$ cat src/sv/ulc_pkg.sv
// Shared types and constants of the UTF-8 to Latin-1 converter.
package ulc_pkg;

  localparam int unsigned FIFO_DEPTH = 4;
  localparam int unsigned PTR_W      = $clog2(FIFO_DEPTH);
  localparam int unsigned CNT_W      = $clog2(FIFO_DEPTH + 1);

  localparam logic [7:0] ASCII_TOP  = 8'h80;
  localparam logic [7:0] LEAD_C2    = 8'hC2;
  localparam logic [7:0] LEAD_C3    = 8'hC3;
  localparam logic [7:0] C3_OFFSET  = 8'h40;
  localparam logic [7:0] SUBST_CHAR = 8'h3F;
  localparam logic [7:0] LIMIT_RST  = 8'hFF;

  // One result item.
  typedef struct packed {
    logic       eos;
    logic       valid;
    logic [7:0] chr;
  } res_t;

  // Results produced by one input byte, handed to the output queue.
  typedef struct packed {
    logic [1:0] num;
    res_t       r0;
    res_t       r1;
  } push_t;

endpackage

$ cat src/sv/ulc_step.sv
// Per-byte decode step and string state of the converter.
module ulc_step (
  input  logic          clk,
  input  logic          rst,
  input  logic          advance,
  input  logic [7:0]    in_byte,
  input  logic          in_last,
  input  logic [7:0]    out_limit,
  output ulc_pkg::push_t push
);
  import ulc_pkg::*;

  typedef enum logic [1:0] {PEND_NONE, PEND_C2, PEND_C3} pend_t;

  pend_t      pend, pend_next;
  logic       skip, skip_next;
  logic [7:0] cnt, cnt_next;

  logic       is_cont;
  logic       do_plain;
  logic       pe;
  logic [7:0] pc;
  logic [1:0] n;
  logic [7:0] c0, c1;

  assign is_cont = (in_byte[7:6] == 2'b10);

  always_comb begin
    pend_next = pend;
    skip_next = skip;
    cnt_next  = cnt;
    do_plain  = 1'b0;
    pe        = 1'b0;
    pc        = SUBST_CHAR;
    n         = 2'd0;
    c0        = 8'h00;
    c1        = 8'h00;

    if (pend != PEND_NONE) begin
      pend_next = PEND_NONE;
      if (is_cont) begin
        if (cnt_next < out_limit) begin
          c0       = (pend == PEND_C2) ? in_byte : 8'(in_byte + C3_OFFSET);
          n        = 2'd1;
          cnt_next = 8'(cnt_next + 8'd1);
        end
      end else begin
        if (cnt_next < out_limit) begin
          c0       = SUBST_CHAR;
          n        = 2'd1;
          cnt_next = 8'(cnt_next + 8'd1);
        end
        do_plain = 1'b1;
      end
    end else if (skip) begin
      if (!is_cont) begin
        skip_next = 1'b0;
        do_plain  = 1'b1;
      end
    end else begin
      do_plain = 1'b1;
    end

    // Plain byte handling, only while room is left.
    if (do_plain && (cnt_next < out_limit)) begin
      if (in_byte < ASCII_TOP) begin
        pe = 1'b1;
        pc = in_byte;
      end else if (in_byte == LEAD_C2 || in_byte == LEAD_C3) begin
        if (in_last) begin
          pe = 1'b1;
        end else begin
          pend_next = (in_byte == LEAD_C2) ? PEND_C2 : PEND_C3;
        end
      end else begin
        pe        = 1'b1;
        skip_next = 1'b1;
      end
      if (pe) begin
        if (n == 2'd0) begin
          c0 = pc;
        end else begin
          c1 = pc;
        end
        n        = 2'(n + 2'd1);
        cnt_next = 8'(cnt_next + 8'd1);
      end
    end

    push.r0 = '{eos: 1'b0, valid: 1'b1, chr: c0};
    push.r1 = '{eos: 1'b0, valid: 1'b1, chr: c1};
    push.num = n;
    if (in_last) begin
      if (n == 2'd0) begin
        push.num = 2'd1;
        push.r0  = '{eos: 1'b1, valid: 1'b0, chr: 8'h00};
      end else if (n == 2'd1) begin
        push.r0.eos = 1'b1;
      end else begin
        push.r1.eos = 1'b1;
      end
      pend_next = PEND_NONE;
      skip_next = 1'b0;
      cnt_next  = 8'h00;
    end
    if (!advance) begin
      push.num = 2'd0;
    end
  end

  always_ff @(posedge clk) begin
    if (rst) begin
      pend <= PEND_NONE;
      skip <= 1'b0;
      cnt  <= 8'h00;
    end else if (advance) begin
      pend <= pend_next;
      skip <= skip_next;
      cnt  <= cnt_next;
    end
  end

endmodule

$ cat src/sv/ulc_out_fifo.sv
// Result queue: takes up to two results a cycle, hands out one while the receiver is ready.
module ulc_out_fifo (
  input  logic           clk,
  input  logic           rst,
  input  ulc_pkg::push_t push,
  output logic           room,
  output logic           out_valid,
  input  logic           out_ready,
  output ulc_pkg::res_t  out_res
);
  import ulc_pkg::*;

  res_t             mem [FIFO_DEPTH];
  logic [PTR_W-1:0] wr_ptr;
  logic [PTR_W-1:0] rd_ptr;
  logic [CNT_W-1:0] count;
  logic             pop;

  assign out_valid = (count != '0);
  assign out_res   = mem[rd_ptr];
  assign pop       = out_valid && out_ready;
  // Room for a full pair of results, judged on registered state only.
  assign room      = (count <= CNT_W'(FIFO_DEPTH - 2));

  always_ff @(posedge clk) begin
    if (push.num != 2'd0) begin
      mem[wr_ptr] <= push.r0;
    end
    if (push.num == 2'd2) begin
      mem[PTR_W'(wr_ptr + PTR_W'(1))] <= push.r1;
    end
  end

  always_ff @(posedge clk) begin
    if (rst) begin
      wr_ptr <= '0;
      rd_ptr <= '0;
      count  <= '0;
    end else begin
      wr_ptr <= PTR_W'(wr_ptr + PTR_W'(push.num));
      if (pop) begin
        rd_ptr <= PTR_W'(rd_ptr + PTR_W'(1));
      end
      count <= CNT_W'(count + CNT_W'(push.num) - CNT_W'(pop));
    end
  end

endmodule

$ cat src/sv/utf8_to_latin1_converter.sv
// Top level of the UTF-8 to Latin-1 stream converter.
//
//   channel  direction  payload
//   s_*      in         tdata[7:0] in_byte, tlast in_last
//   m_*      out        tdata[7:0] out_char, tuser char_valid, tlast end_of_string
//   cfg_*    in         cfg_wdata[7:0] out_limit (write on cfg_wen)
//
// One byte is taken per cycle while the queue has room. A byte is held in the
// input register, then its results (none, one or two) enter a four-entry result
// queue and leave it one at a time; a held byte waits, and the input stalls
// behind it, while the queue holds more than two results. Synchronous reset
// empties both stages, clears the string state and sets out_limit to 255.
module utf8_to_latin1_converter (
  input  logic       clk,
  input  logic       rst,
  // write port for out_limit
  input  logic       cfg_wen,
  input  logic [7:0] cfg_wdata,
  // input stream
  input  logic       s_tvalid,
  output logic       s_tready,
  input  logic [7:0] s_tdata,   // [7:0] in_byte
  input  logic       s_tlast,   // in_last
  // output stream
  output logic       m_tvalid,
  input  logic       m_tready,
  output logic [7:0] m_tdata,   // [7:0] out_char
  output logic       m_tuser,   // [0] char_valid
  output logic       m_tlast    // end_of_string
);
  import ulc_pkg::*;

  logic [7:0] out_limit;

  // Input register.
  logic       in_valid;
  logic [7:0] in_byte;
  logic       in_last;

  logic       room;
  logic       advance;
  push_t      push;
  res_t       out_res;

  // Advance the held byte whenever the queue can take a pair of results.
  assign advance  = in_valid && room;
  assign s_tready = !in_valid || room;

  always_ff @(posedge clk) begin
    if (rst) begin
      out_limit <= LIMIT_RST;
    end else if (cfg_wen) begin
      out_limit <= cfg_wdata;
    end
  end

  always_ff @(posedge clk) begin
    if (rst) begin
      in_valid <= 1'b0;
    end else if (s_tvalid && s_tready) begin
      in_valid <= 1'b1;
    end else if (advance) begin
      in_valid <= 1'b0;
    end
  end

  // Payload needs no reset; load on every accepted request.
  always_ff @(posedge clk) begin
    if (s_tvalid && s_tready) begin
      in_byte <= s_tdata;
      in_last <= s_tlast;
    end
  end

  ulc_step u_step (
    .clk       (clk),
    .rst       (rst),
    .advance   (advance),
    .in_byte   (in_byte),
    .in_last   (in_last),
    .out_limit (out_limit),
    .push      (push)
  );

  ulc_out_fifo u_fifo (
    .clk       (clk),
    .rst       (rst),
    .push      (push),
    .room      (room),
    .out_valid (m_tvalid),
    .out_ready (m_tready),
    .out_res   (out_res)
  );

  assign m_tdata = out_res.chr;
  assign m_tuser = out_res.valid;
  assign m_tlast = out_res.eos;

endmodule

$ cat config.mk
export PLATFORM = sky130hd
export DESIGN_NAME = utf8_to_latin1_converter
export DESIGN_NICKNAME = d
export VERILOG_FILES = /design/src/sv/ulc_pkg.sv /design/src/sv/ulc_step.sv /design/src/sv/ulc_out_fifo.sv /design/src/sv/utf8_to_latin1_converter.sv
export SDC_FILE = /design/constraint.sdc
export NUM_CORES = 1
export LEC_CHECK = 0
export BUFFER_PORTS_ARGS = -buffer_cell sky130_fd_sc_hd__buf_2
export CAP_MARGIN = 40
export CORE_MARGIN = 2
export CORE_UTILIZATION = 55
export CTS_CLUSTER_DIAMETER = 150
export DETAILED_ROUTE_END_ITERATION = 7
export GPL_TIMING_DRIVEN = 1
export PLACE_DENSITY_LB_ADDON = 0.08
export SYNTH_ARGS = -nofsm -noshare
export SYNTH_HDL_FRONTEND = slang
export SYNTH_SLANG_ARGS = --single-unit
$ cat constraint.sdc
create_clock -name clk -period 4.3 [get_ports clk]
set_input_delay 0.43 -clock clk [delete_from_list [all_inputs] [get_ports clk]]
set_output_delay 0.43 -clock clk [all_outputs]
set_load 0.05 [all_outputs]
==> After elaboration in Yosys (flattened, before gate mapping) <==
Memory sizes are Yosys's and may differ from the RTL's. A register that Yosys moved wholly into a read port is not among the register bits.
Index checks and enable logic that the tools add are counted.
{ "op_classes": {"addsub": 9, "n_mul": 0, "div_mod_pow": 0, "magnitude_cmp": 4, "n_eq_ne": 6, "shifts": 0, "n_mux": 57, "bitwise_logic": 0, "n_reduce_logical": 13} }
{ "ops": {"columns": ["op", "n"], "rows": [
  ["$mux 8", 16],
  ["$mux 2", 13],
  ["$mux 1", 25],
  ["$add 8x1->8 const B", 2],
  ["$eq 8x8->1 const B", 2],
  ["$lt 8x8->1", 2],
  ["$mux 13", 1],
  ["$mux 9", 1],
  ["$add 8x7->8 const B", 1],
  ["$lt 8x8->1 const B", 1],
  ["$add 2x1->2 const B", 3],
  ["$mux 6", 1],
  ["$reduce_bool 2->1", 3],
  ["$eq 2x1->1 const B", 2],
  ["$eq 2x2->1 const B", 2],
  ["$logic_and 1x1->1", 4],
  ["$logic_not 2->1", 2],
  ["$add 3x2->3", 1],
  ["$le 3x2->1 const B", 1],
  ["$reduce_bool 3->1", 1],
  ["$sub 3x1->3", 1],
  ["$add 2x2->2", 1],
  ["$logic_or 1x1->1", 2],
  ["$logic_not 1->1", 1]
]} }
{ "totals": {"ff_bits": 36, "latchBits": 0, "ram_bits": 40, "romBits": 0, "inputBits": 22, "out_inout_bits": 12, "elab_cells": 100, "memories": 1} }
{ "memory_table": {"columns": ["name", "words", "word_bits", "rd", "rd_ports_with_merged_regs", "write_ports", "line_no", "source"], "rows": [
  ["u_fifo.mem", 4, 10, 1, 1, 2, "ulc_out_fifo.sv:13", "res_t mem [FIFO_DEPTH];"]
]} }

==> Depth between registers and ports, before layout <==
Gate-level depths: netlist of the first run.
{ "logic_depth": {"ltp_word": 16, "mapped_depth": 26, "ltp_nobuf": 23} }

==> Cells and area by module <==
Synthesis of the first run repeated with hierarchy kept, for this count alone.
{ "hier_totals": {"cells_unflattened": 398, "area_unflattened_um2": 4709.5} }
{ "by_module_without_submodules": {"columns": ["mod", "instances", "cells_per_inst", "area_each_um2", "seq_area_each_um2"], "rows": [
  ["ulc_out_fifo", 1, 147, 2553.7, 1381.3],
  ["ulc_step", 1, 210, 1535.2, 220.2],
  ["utf8_to_latin1_converter", 1, 41, 620.6, 450.4]
]} }

==> Least setup slack after synthesis of the first run <==
No wires, ideal clock.
{ "synth_path": {"path_kind": "reg-to-reg", "startpoint": "register out_limit[2]", "endpoint": "register u_fifo.count[2]", "setup_time_ns": 0.128, "t_arrival_ns": 4.346, "t_required_ns": 4.172, "setup_slack_ns": -0.173, "path_stages_with_launch": 26, "n_path_buf": 3, "synth_period_minus_slack_ns": 4.473, "cell_sequence": "dfxtp_1 > inv_1 > ha_1 > a211o_1 > a31oi_1 > o211ai_2 > inv_1 > buf_4 > buf_6 > nand4_1 > xnor2_1 > ha_1 > o21ai_0 > o22a_1 > o211ai_1 > o21ai_2 > buf_4 > nand2_1 > o21ai_0 > o211ai_1 > ha_1 > inv_1 > ha_1 > fa_1 > xnor2_1 > nor2_1"} }
{ "synth_via": {"elab_chain_cells": 12, "elab_cells_between_ends": 16, "classes_between": "add/sub (3); order compare (2); mux (9); reduce/logical (2)"} }
{ "synth_rtl": {"columns": ["item", "line_no", "source"], "rows": [
  ["start: declaration", "utf8_to_latin1_converter.sv:33", "logic [7:0] out_limit;"],
  ["start signal: assignment", "utf8_to_latin1_converter.sv:53", "out_limit <= cfg_wdata;"],
  ["$lt 8x8->1", "ulc_step.sv:42, ulc_step.sv:48", null],
  ["$mux 8 or $mux 1 (tied branches)", "ulc_step.sv:42, ulc_step.sv:48", null],
  ["$mux 8 or $mux 2 (tied branches)", "ulc_step.sv:39", "if (pend != PEND_NONE) begin"],
  ["$lt 8x8->1 or $add 2x1->2 (tied branches)", "ulc_step.sv:65, ulc_step.sv:85", null],
  ["$logic_and 1x1->1 or $mux 2 (tied branches)", "ulc_step.sv:65, ulc_step.sv:79", null],
  ["$mux 2 *", "ulc_step.sv:65", "if (do_plain && (cnt_next < out_limit)) begin"],
  ["$logic_not 2->1", "ulc_step.sv:94", "if (n == 2'd0) begin"],
  ["$mux 2", "ulc_step.sv:94", null],
  ["$mux 13 *", "ulc_step.sv:93", "if (in_last) begin"],
  ["$mux 2 *", "ulc_step.sv:106", "if (!advance) begin"],
  ["$add 3x2->3 *", "ulc_out_fifo.sv:44", "count <= CNT_W'(count + CNT_W'(push.num) - CNT_W'(pop));"],
  ["$sub 3x1->3 *", "ulc_out_fifo.sv:44", null],
  ["end signal: assignment", "ulc_out_fifo.sv:44", null],
  ["end: declaration", "ulc_out_fifo.sv:16", "logic [CNT_W-1:0] count;"]
]} }
Mark *: on every way between the ends. The rest lies on a longest branch, timed or not.
A chain may end at the register's enable or synchronous reset.

==> Worst setup path in the final report of the first run <==
{ "layout_path": {"startpoint": "register out_limit[2]", "endpoint": "register u_fifo.count[1]"} }
Same word-level chain as after synthesis.

==> metrics.txt, run 1 <==
# TYPE chip_impl_metric gauge
chip_impl_metric{name="max-clock-path-buffers",unit=""} 2
chip_impl_metric{name="timing.max_cap.violations",unit=""} 0
chip_impl_metric{name="share_clk_of_total_power",unit="%"} 26.6
chip_impl_metric{name="power.sequential.fraction",unit="%"} 44.7
chip_impl_metric{name="starting_density_of_the_core",unit="%"} 56.1
chip_impl_info{name="crit_path_end_kind",value="register"} 1
chip_impl_metric{name="post-place-cells",unit=""} 579
chip_impl_metric{name="area_fraction_in_compound_gates_after_synthesis",unit="%"} 19.1
chip_impl_metric{name="final_nets",unit=""} 543
chip_impl_metric{name="skew",unit="ns"} 0.0109
chip_impl_info{name="regToRegEndpoint",value="u_fifo.count[1]$_SDFF_PP0_"} 1
chip_impl_metric{name="p_comb_share",unit="%"} 28.7
chip_impl_metric{name="vdd_drop_max",unit="mV"} 0.376
chip_impl_metric{name="p_leak",unit="nW"} 2.34
chip_impl_metric{name="final_hold_viol_count",unit=""} 0
chip_impl_info{name="ys.flop_type",value="sky130_fd_sc_hd__edfxtp_1"} 1
chip_impl_metric{name="cts_inserted_buffers",unit=""} 9
chip_impl_metric{name="grt_max_degree",unit=""} 16
chip_impl_info{name="cp-start-kind",value="register"} 1
chip_impl_metric{name="worst-path-buf-inv",unit=""} 4
chip_impl_metric{name="floorplan.core_area",unit="um2"} 8090
chip_impl_metric{name="synth_simple_gate_area_share",unit="%"} 16.3
chip_impl_metric{name="pwr_density_cell",unit="nW/um2"} 390
chip_impl_metric{name="rr_worst_depth",unit=""} 22
chip_impl_metric{name="post_layout_nonfiller_instances",unit=""} 606
chip_impl_info{name="holdCritStartpoint",value="s_tlast"} 1
chip_impl_metric{name="final_area",unit="um2"} 5440
chip_impl_metric{name="antennaDiodeCount",unit=""} 0
chip_impl_metric{name="cts_max_level",unit=""} 3
chip_impl_metric{name="r2r_setup_slack",unit="ns"} 0.12
chip_impl_metric{name="n_fill_cell",unit=""} 666
chip_impl_metric{name="wl_per_cell",unit="um"} 18.5
chip_impl_metric{name="ys_async_rst_share",unit="%"} 0
chip_impl_info{name="crit_path_cell_trace",value="inv_2, ha_4, a211o_1, a31oi_2, o211ai_2, inv_2, and3_4, and3_4, xnor2_2, ha_2, nand4_1, a211o_1, nand2_2, o21ai_4, buf_6, nand2_4, o211ai_1, ha_1, inv_1, ha_2, fa_2, nor2b_1"} 1
chip_impl_metric{name="clock.fmax",unit="MHz"} 239
chip_impl_metric{name="first_global_vias",unit=""} 3412
chip_impl_metric{name="max-slew-margin-rel",unit="%"} 49.0
chip_impl_metric{name="synth_cell_types",unit=""} 65
chip_impl_metric{name="final-setup-viol-count",unit=""} 0
chip_impl_info{name="clock_tree.root_cell",value="sky130_fd_sc_hd__clkbuf_8"} 1
chip_impl_metric{name="area_growth",unit="%"} 19.8
chip_impl_metric{name="synth_edf_count",unit=""} 45
chip_impl_metric{name="vias_per_cell",unit=""} 5.96
chip_impl_metric{name="avgSynthCellArea",unit="um2"} 10.6
chip_impl_metric{name="worstSkewPairLatency",unit="ns"} 0.36
chip_impl_metric{name="clock_sinks",unit=""} 78
chip_impl_info{name="hold-path-endpoint",value="in_last$_DFFE_PP_"} 1
chip_impl_info{name="main_combinational_cell_family_by_area_after_synthesis",value="compound AO/OA/AOI/OAI gates"} 1
chip_impl_info{name="worstReg2RegStart",value="out_limit[2]$_SDFFE_PP1P_"} 1
chip_impl_metric{name="ys.warnings.count",unit=""} 0
chip_impl_metric{name="grt_pass1_wl",unit="um"} 17400
chip_impl_metric{name="final_layout_size_suffix_gt1_share",unit="%"} 30.9
chip_impl_metric{name="critPathRequiredTime",unit="ns"} 4.54
chip_impl_metric{name="tightestPinTransition",unit="ns"} 0.763
chip_impl_metric{name="cts_hold_buffers",unit=""} 0
chip_impl_metric{name="chipWidth",unit="um"} 94.9
chip_impl_metric{name="synth_cells",unit=""} 427
chip_impl_metric{name="power_switching",unit="mW"} 0.746
chip_impl_metric{name="synth_seq_cells",unit=""} 78
chip_impl_metric{name="critical-path-max-stage-delay",unit="ns"} 0.41
chip_impl_info{name="outcome",value="complete, no violations"} 1
chip_impl_metric{name="synthesis.nets",unit=""} 474
chip_impl_metric{name="layout_worst_path_cycle_share",unit="%"} 97.1
chip_impl_info{name="cp_slowest_cell",value="sky130_fd_sc_hd__fa_2"} 1
chip_impl_metric{name="detailedRoute.firstPassIterationCount",unit=""} 5
chip_impl_metric{name="dieHeight",unit="um"} 94.9
chip_impl_metric{name="yosys-mux-area-fraction",unit="%"} 5.84
chip_impl_metric{name="via_count",unit=""} 3612
chip_impl_metric{name="io_pins",unit=""} 34
chip_impl_info{name="worst-setup-path-type",value="reg -> reg"} 1
chip_impl_metric{name="synth.yosys.seq_area_share",unit="%"} 44.3
chip_impl_metric{name="finalMaxSlewViolations",unit=""} 0
chip_impl_metric{name="place_congestion",unit=""} 0.904
chip_impl_metric{name="cell_area_after_placement",unit="um2"} 5020
chip_impl_metric{name="post_synth_fa_ha_maj_area_fraction",unit="%"} 7.05
chip_impl_metric{name="drt.antenna.violating_nets",unit=""} 0
chip_impl_metric{name="internal_pwr_total",unit="mW"} 1.38
chip_impl_info{name="hold_class",value="in -> reg"} 1
chip_impl_metric{name="arrival",unit="ns"} 4.42
chip_impl_metric{name="cts.clk_slew.worst_paths",unit="ns"} 0.09
chip_impl_info{name="rsz0062_at_grt",value="true"} 1
chip_impl_metric{name="min_period",unit="ns"} 4.18
chip_impl_info{name="cp_top_family",value="adder cells"} 1
chip_impl_metric{name="drtIter0Drc",unit=""} 245
chip_impl_metric{name="wl",unit="um"} 11200
chip_impl_metric{name="synth-xor-area-share",unit="%"} 3.47
chip_impl_metric{name="track_usage",unit="%"} 26.0
chip_impl_info{name="tritoncts",value="yes"} 1
chip_impl_metric{name="floorplan.rows",unit=""} 33
chip_impl_metric{name="power.switching_fraction",unit="%"} 35.1
chip_impl_metric{name="timing.hold.worst_path_depth",unit=""} 1
chip_impl_metric{name="worst_hold_slack",unit="ns"} 0.239
chip_impl_metric{name="drc",unit=""} 0
chip_impl_metric{name="port_buffers",unit=""} 33
chip_impl_metric{name="global_route.overflow_total",unit=""} 0
chip_impl_metric{name="grt_antenna_before_repair",unit=""} 0
chip_impl_metric{name="post-dp-hpwl",unit="um"} 8060
chip_impl_metric{name="die_area",unit="um2"} 9000
chip_impl_metric{name="critical_path_peak_fanout",unit=""} 4
chip_impl_metric{name="mappedNetlistArea",unit="um2"} 4540
through the flow:
stage	power (mW)	setup TNS (ns)	utilization [%]	setup slack [ns]
finish	2.12	0	67.2	0.123
global route	2.22	-0.154	67.2	-0.0818
CTS	2.11	0	64.5	0.00359
detailed placement	1.55	0	62.1	0.00568
global placement	1.54	0	62.1	0.0683
floorplan	1.41	-0.0908	-	-0.0779
worst max path at each step:
| stage | to | cells after the start | start |
|---|---|---|---|
| 5_1_grt | u_fifo.count[1]$_SDFF_PP0_ | 22 | out_limit[2]$_SDFFE_PP1P_ |
| 6_report | u_fifo.count[1]$_SDFF_PP0_ | 22 | out_limit[2]$_SDFFE_PP1P_ |
| 3_5_place_dp | u_fifo.count[1]$_SDFF_PP0_ | 22 | out_limit[3]$_SDFFE_PP1P_ |
| 3_3_place_gp | u_fifo.count[1]$_SDFF_PP0_ | 22 | out_limit[7]$_SDFFE_PP1P_ |
| 2_1_floorplan | u_fifo.count[1]$_SDFF_PP0_ | 24 | out_limit[2]$_SDFFE_PP1P_ |
| 4_1_cts | u_fifo.count[1]$_SDFF_PP0_ | 22 | out_limit[3]$_SDFFE_PP1P_ |
repair_timing:
action	CTS	global route
resized for setup	0	32
endpoints found under the setup margin	1	63
pin swaps	2	13
buffers inserted	0	11
kinds of logic (layout without fill, tap and decap cells):
group / count (synthesis) / after routing
multiplexers: 14 / 14
XOR/XNOR: 18 / 18
AO/OA/AOI/OAI: 114 / 114
adder cells (fa/ha/maj): 25 / 25
AND/OR/NAND/NOR: 137 / 137
buffers and inverters: 41 / 115
flip-flops: 78 / 78
synth_stat cells, types with 9 or more instances:
library cell | n | share of area [%]
sky130_fd_sc_hd__o22ai_1 | 9 | 1.2
sky130_fd_sc_hd__and2_1 | 9 | 1.2
sky130_fd_sc_hd__nand2_1 | 40 | 3.3
sky130_fd_sc_hd__a21oi_1 | 12 | 1.3
sky130_fd_sc_hd__o211ai_1 | 16 | 2.6
sky130_fd_sc_hd__dfxtp_1 | 33 | 15
sky130_fd_sc_hd__nor2_1 | 27 | 2.2
sky130_fd_sc_hd__nand3_1 | 13 | 1.4
sky130_fd_sc_hd__edfxtp_1 | 45 | 30
sky130_fd_sc_hd__a21o_1 | 21 | 3.5
sky130_fd_sc_hd__xnor2_1 | 12 | 2.3
sky130_fd_sc_hd__ha_1 | 24 | 6.6
sky130_fd_sc_hd__mux4_2 | 10 | 5.0
sky130_fd_sc_hd__o21ai_0 | 20 | 2.2
sky130_fd_sc_hd__inv_1 | 21 | 1.7
layout make-up:
cell class              instances  area, um2  area share (%)
inverters                      22       82.6            1.52
repair buffers                 77        507            9.31
multi-input cells             308       2500            46.0
clock buffers                  10        128            2.35
clock inverters                 6       71.3            1.31
flip-flops and latches         78       2020            37.1
well taps                     105        131            2.41
cells in the final DEF, fill, tap and decap left out, drive strengths merged, types with 2 or more instances in the layout:
master,count
buf,77
edfxtp,45
nand2,40
dfxtp,33
nor2,27
a21o,25
ha,24
o21ai,24
inv,22
o211ai,17
nand3,13
o22ai,13
a21oi,12
xnor2,12
mux4,10
and2,10
clkbuf,10
nand4,9
nor2b,8
xor2,6
nand2b,6
or3,4
a211o,4
nor3,4
mux2i,4
and3,4
clkinv,4
o21a,3
a31oi,3
nor3b,2
o2111ai,2
and4b,2
nor4,2
o2bb2ai,2
state kept, by name, summed over array words and instances (netlist names), named ones only:
register,flops
in_byte,8
in_last,1
in_valid,1
out_limit,8
u_fifo.count,3
u_fifo.mem,40
u_fifo.rd_ptr,2
u_fifo.wr_ptr,2
u_step.cnt,8
u_step.pend,2
u_step.skip,1
routing by layer:
metal / global-route usage [%] / wire length [um]
met1: 37.4 / 5300
met2: 38.5 / 5170
met3: 4.31 / 547
met4: 12.0 / 199
met5: 0 / 0
power by group through the flow:
stage                     Clock (mW)  Combinational (mW)  Sequential, mW
after floorplan                    0               0.497           0.914
after global placement             0               0.581           0.961
after detailed placement           0               0.590           0.964
after CTS                      0.567               0.596           0.949
after global routing           0.600               0.661           0.959
final                          0.565               0.610           0.949
No activity file was read; power rests on OpenSTA's default activity.
==> inputs of run 2 (changes only) <==
--- a/config.mk
+++ b/config.mk
@@ -5,7 +5,7 @@
 export SDC_FILE = /design/constraint.sdc
 export NUM_CORES = 1
 export LEC_CHECK = 0
-export BUFFER_PORTS_ARGS = -buffer_cell sky130_fd_sc_hd__buf_2
+export BUFFER_PORTS_ARGS = -buffer_cell sky130_fd_sc_hd__buf_4
 export CAP_MARGIN = 40
 export CORE_MARGIN = 2
 export CORE_UTILIZATION = 55
@@ -16,3 +16,4 @@
 export SYNTH_ARGS = -nofsm -noshare
 export SYNTH_HDL_FRONTEND = slang
 export SYNTH_SLANG_ARGS = --single-unit
+export TNS_END_PERCENT = 100
==> run 2 against run 1 <==
Effect of this change:
- utilization is 0.68 points higher
- global-route usage is 0.093 points higher
- non-clock buffer count is 4 lower
- sequential cell count stayed put
- critical path depth is 1 lower
- power is 3.8% higher
- sequential share of layout area is 0.37 points lower
- wire length is 1.3% lower
- die area stayed put
- first-iteration DRC count is 2.4% lower
==> metrics.txt, run 2 (synthesis gave the netlist of run 1 again) <==
# TYPE chip_impl_metric gauge
chip_impl_info{name="outcome",value="complete, no violations"} 1
chip_impl_metric{name="grt_max_degree",unit=""} 16
chip_impl_metric{name="area_growth",unit="%"} 21.0
chip_impl_metric{name="critical-path-max-stage-delay",unit="ns"} 0.52
chip_impl_metric{name="vias_per_cell",unit=""} 6.04
chip_impl_info{name="final_cell_mix",value="sky130_fd_sc_hd__buf_4 (71), sky130_fd_sc_hd__edfxtp_1 (45), sky130_fd_sc_hd__nand2_1 (40)"} 1
chip_impl_metric{name="vdd_drop_max",unit="mV"} 0.341
chip_impl_info{name="crit_path_end_kind",value="register"} 1
chip_impl_metric{name="post-layout-total-power",unit="mW"} 2.21
chip_impl_metric{name="chipWidth",unit="um"} 94.9
chip_impl_metric{name="post-dp-hpwl",unit="um"} 8040
chip_impl_metric{name="final_layout_size_suffix_gt1_share",unit="%"} 30.8
chip_impl_metric{name="final-setup-viol-count",unit=""} 0
chip_impl_info{name="worst-setup-path-type",value="reg -> reg"} 1
chip_impl_info{name="cp_top_family",value="compound AO/OA/AOI/OAI gates"} 1
chip_impl_metric{name="dieHeight",unit="um"} 94.9
chip_impl_metric{name="finalMaxSlewViolations",unit=""} 0
chip_impl_metric{name="clock.fmax",unit="MHz"} 233
chip_impl_metric{name="floorplan.rows",unit=""} 33
chip_impl_info{name="rsz0062_at_grt",value="true"} 1
chip_impl_metric{name="track_usage",unit="%"} 26.1
chip_impl_metric{name="via_count",unit=""} 3635
chip_impl_metric{name="first_global_vias",unit=""} 3452
chip_impl_metric{name="antennaDiodeCount",unit=""} 0
chip_impl_metric{name="share_clk_of_total_power",unit="%"} 27.5
chip_impl_metric{name="power.switching_fraction",unit="%"} 33.2
chip_impl_metric{name="p_comb_share",unit="%"} 29.7
chip_impl_metric{name="power.sequential.fraction",unit="%"} 42.8
chip_impl_metric{name="post_layout_nonfiller_instances",unit=""} 602
chip_impl_metric{name="finalCoreUtilization",unit="%"} 67.9
chip_impl_metric{name="cts_max_level",unit=""} 3
chip_impl_metric{name="internal_pwr_total",unit="mW"} 1.47
chip_impl_metric{name="final_nets",unit=""} 539
chip_impl_metric{name="cts_inserted_buffers",unit=""} 9
chip_impl_metric{name="worstSkewPairLatency",unit="ns"} 0.36
chip_impl_metric{name="tightestPinTransition",unit="ns"} 0.733
chip_impl_metric{name="worst-path-buf-inv",unit=""} 3
chip_impl_metric{name="n_fill_cell",unit=""} 630
chip_impl_metric{name="floorplan.core_area",unit="um2"} 8090
chip_impl_metric{name="final_hold_viol_count",unit=""} 0
chip_impl_metric{name="post-place-cells",unit=""} 580
chip_impl_info{name="cp_slowest_cell",value="sky130_fd_sc_hd__fa_2"} 1
chip_impl_metric{name="global_route.overflow_total",unit=""} 0
chip_impl_metric{name="critPathRequiredTime",unit="ns"} 4.60
chip_impl_metric{name="p_leak",unit="nW"} 2.34
chip_impl_metric{name="critical_path_peak_fanout",unit=""} 7
chip_impl_metric{name="drtIter0Drc",unit=""} 239
chip_impl_info{name="largest-register",value="u_fifo.mem"} 1
chip_impl_metric{name="max-clock-path-buffers",unit=""} 2
chip_impl_info{name="crit_path_cell_trace",value="inv_1, ha_2, a211o_1, a31oi_2, o211ai_2, inv_2, nand4_1, xnor2_2, ha_1, a211oi_2, o22a_1, o211ai_1, o21ai_2, nand2_1, o21ai_2, o211ai_1, ha_1, inv_1, ha_2, fa_2, nor2b_4"} 1
chip_impl_metric{name="cts.clk_slew.worst_paths",unit="ns"} 0.08
chip_impl_metric{name="drt.antenna.violating_nets",unit=""} 0
chip_impl_info{name="clock_tree.root_cell",value="sky130_fd_sc_hd__clkbuf_8"} 1
chip_impl_metric{name="grt_antenna_before_repair",unit=""} 0
chip_impl_metric{name="pwr_density_cell",unit="nW/um2"} 401
chip_impl_metric{name="clock_sinks",unit=""} 78
chip_impl_metric{name="detailedRoute.firstPassIterationCount",unit=""} 5
chip_impl_metric{name="place_congestion",unit=""} 0.909
chip_impl_metric{name="wl",unit="um"} 11100
chip_impl_metric{name="io_pins",unit=""} 34
chip_impl_metric{name="timing.max_cap.violations",unit=""} 0
chip_impl_metric{name="wl_per_cell",unit="um"} 18.4
chip_impl_metric{name="die_area",unit="um2"} 9000
chip_impl_metric{name="power_switching",unit="mW"} 0.731
chip_impl_metric{name="worst_hold_slack",unit="ns"} 0.243
chip_impl_info{name="layout_commonest_cell",value="sky130_fd_sc_hd__buf_4"} 1
chip_impl_info{name="cp-start-kind",value="register"} 1
chip_impl_metric{name="largest_register_ff_count",unit=""} 40
chip_impl_metric{name="layout_worst_path_cycle_share",unit="%"} 99.9
chip_impl_metric{name="grt_pass1_wl",unit="um"} 17600
chip_impl_metric{name="starting_density_of_the_core",unit="%"} 56.1
chip_impl_info{name="tritoncts",value="yes"} 1
chip_impl_metric{name="drc",unit=""} 0
chip_impl_metric{name="skew",unit="ns"} 0.0114
chip_impl_metric{name="max-slew-margin-rel",unit="%"} 51.1
chip_impl_metric{name="port_buffers",unit=""} 33
chip_impl_metric{name="min_period",unit="ns"} 4.30
chip_impl_metric{name="arrival",unit="ns"} 4.60
chip_impl_info{name="hold_class",value="in -> reg"} 1
-- run 2: cell types whose count changed in the layout (fill, tap and decap cells not counted), sizes merged --
cell    previous run  this run
buf               77        72
bufinv             1         2
clkbuf            10        11
clkinv             4         3
-- run 2: final cells by class --
class                           instances  area, um2  share of cell area, %
Multi-Input combinational cell        308       2500                   45.5
Inverter                               22       85.1                   1.55
Clock inverter                          6       85.1                   1.55
Timing Repair Buffer                   73        552                   10.0
Tap cell                              105        131                   2.39
Sequential cell                        78       2020                   36.7
Clock buffer                           10        128                   2.32
-- run 2: layer usage --
| metal | vias to the layer above | track usage [%] | routed length, um |
|---|---|---|---|
| li1 | 1725 | - | - |
| met1 | 1773 | 37.9 | 4980 |
| met2 | 121 | 39.8 | 5290 |
| met3 | 16 | 3.67 | 633 |
| met4 | 0 | 9.42 | 156 |
| met5 | - | 0 | 0 |
-- run 2: worst paths after layout --
kind / startpoint / end / slack [ns] / cells past startpoint
setup / recovery: out_limit[3]$_SDFFE_PP1P_ / u_fifo.count[1]$_SDFF_PP0_ / 0.003 / 21
hold reg to reg: u_step.skip$_SDFFE_PP0P_ / u_step.skip$_SDFFE_PP0P_ / 0.49 / 2
hold / removal: s_tdata[0] / in_byte[0]$_DFFE_PP_ / 0.24 / 1
setup reg to reg: out_limit[3]$_SDFFE_PP1P_ / u_fifo.count[1]$_SDFF_PP0_ / 0.003 / 21
-- run 2: through the flow --
step / cell area (um2) / setup TNS, ns / worst slack, ns
6_report: 5500 / 0 / 0.00274
5_1_grt: 5500 / -0.446 / -0.225
4_1_cts: 5330 / 0 / 0.00457
3_5_place_dp: 5110 / -0.00633 / -0.00633
3_3_place_gp: 5110 / 0 / 0.101
2_1_floorplan: 4580 / -0.0908 / -0.0779
-- run 2: power groups by stage --
stage / Clock [mW] / Combinational (mW) / Sequential (mW)
3_3_place_gp: 0 / 0.619 / 0.959
5_1_grt: 0.638 / 0.708 / 0.957
6_report: 0.605 / 0.655 / 0.945
2_1_floorplan: 0 / 0.497 / 0.914
4_1_cts: 0.607 / 0.630 / 0.946
3_5_place_dp: 0 / 0.627 / 0.963
-- run 2: timing repair --
| action | 4_1_cts | 5_1_grt |
|---|---|---|
| cloned | 0 | 1 |
| resized for setup | 0 | 36 |
| pin swaps | 1 | 13 |
| hold buffers | 0 | 0 |
| setup endpoints to repair | 1 | 62 |
| buffers inserted | 0 | 5 |
-- run 2: worst reg2reg max path, stage by stage, from the launching register on --
cell and delay, ns:
sky130_fd_sc_hd__dfxtp_1 0.32, sky130_fd_sc_hd__inv_1 0.06, sky130_fd_sc_hd__ha_2 0.19, sky130_fd_sc_hd__a211o_1 0.28, sky130_fd_sc_hd__a31oi_2 0.18, sky130_fd_sc_hd__o211ai_2 0.12, sky130_fd_sc_hd__inv_2 0.13, sky130_fd_sc_hd__nand4_1 0.14
sky130_fd_sc_hd__xnor2_2 0.18, sky130_fd_sc_hd__ha_1 0.34, sky130_fd_sc_hd__a211oi_2 0.24, sky130_fd_sc_hd__o22a_1 0.19, sky130_fd_sc_hd__o211ai_1 0.10, sky130_fd_sc_hd__o21ai_2 0.30, sky130_fd_sc_hd__nand2_1 0.11, sky130_fd_sc_hd__o21ai_2 0.08
sky130_fd_sc_hd__o211ai_1 0.11, sky130_fd_sc_hd__ha_1 0.31, sky130_fd_sc_hd__inv_1 0.04, sky130_fd_sc_hd__ha_2 0.16, sky130_fd_sc_hd__fa_2 0.52, sky130_fd_sc_hd__nor2b_4 0.12
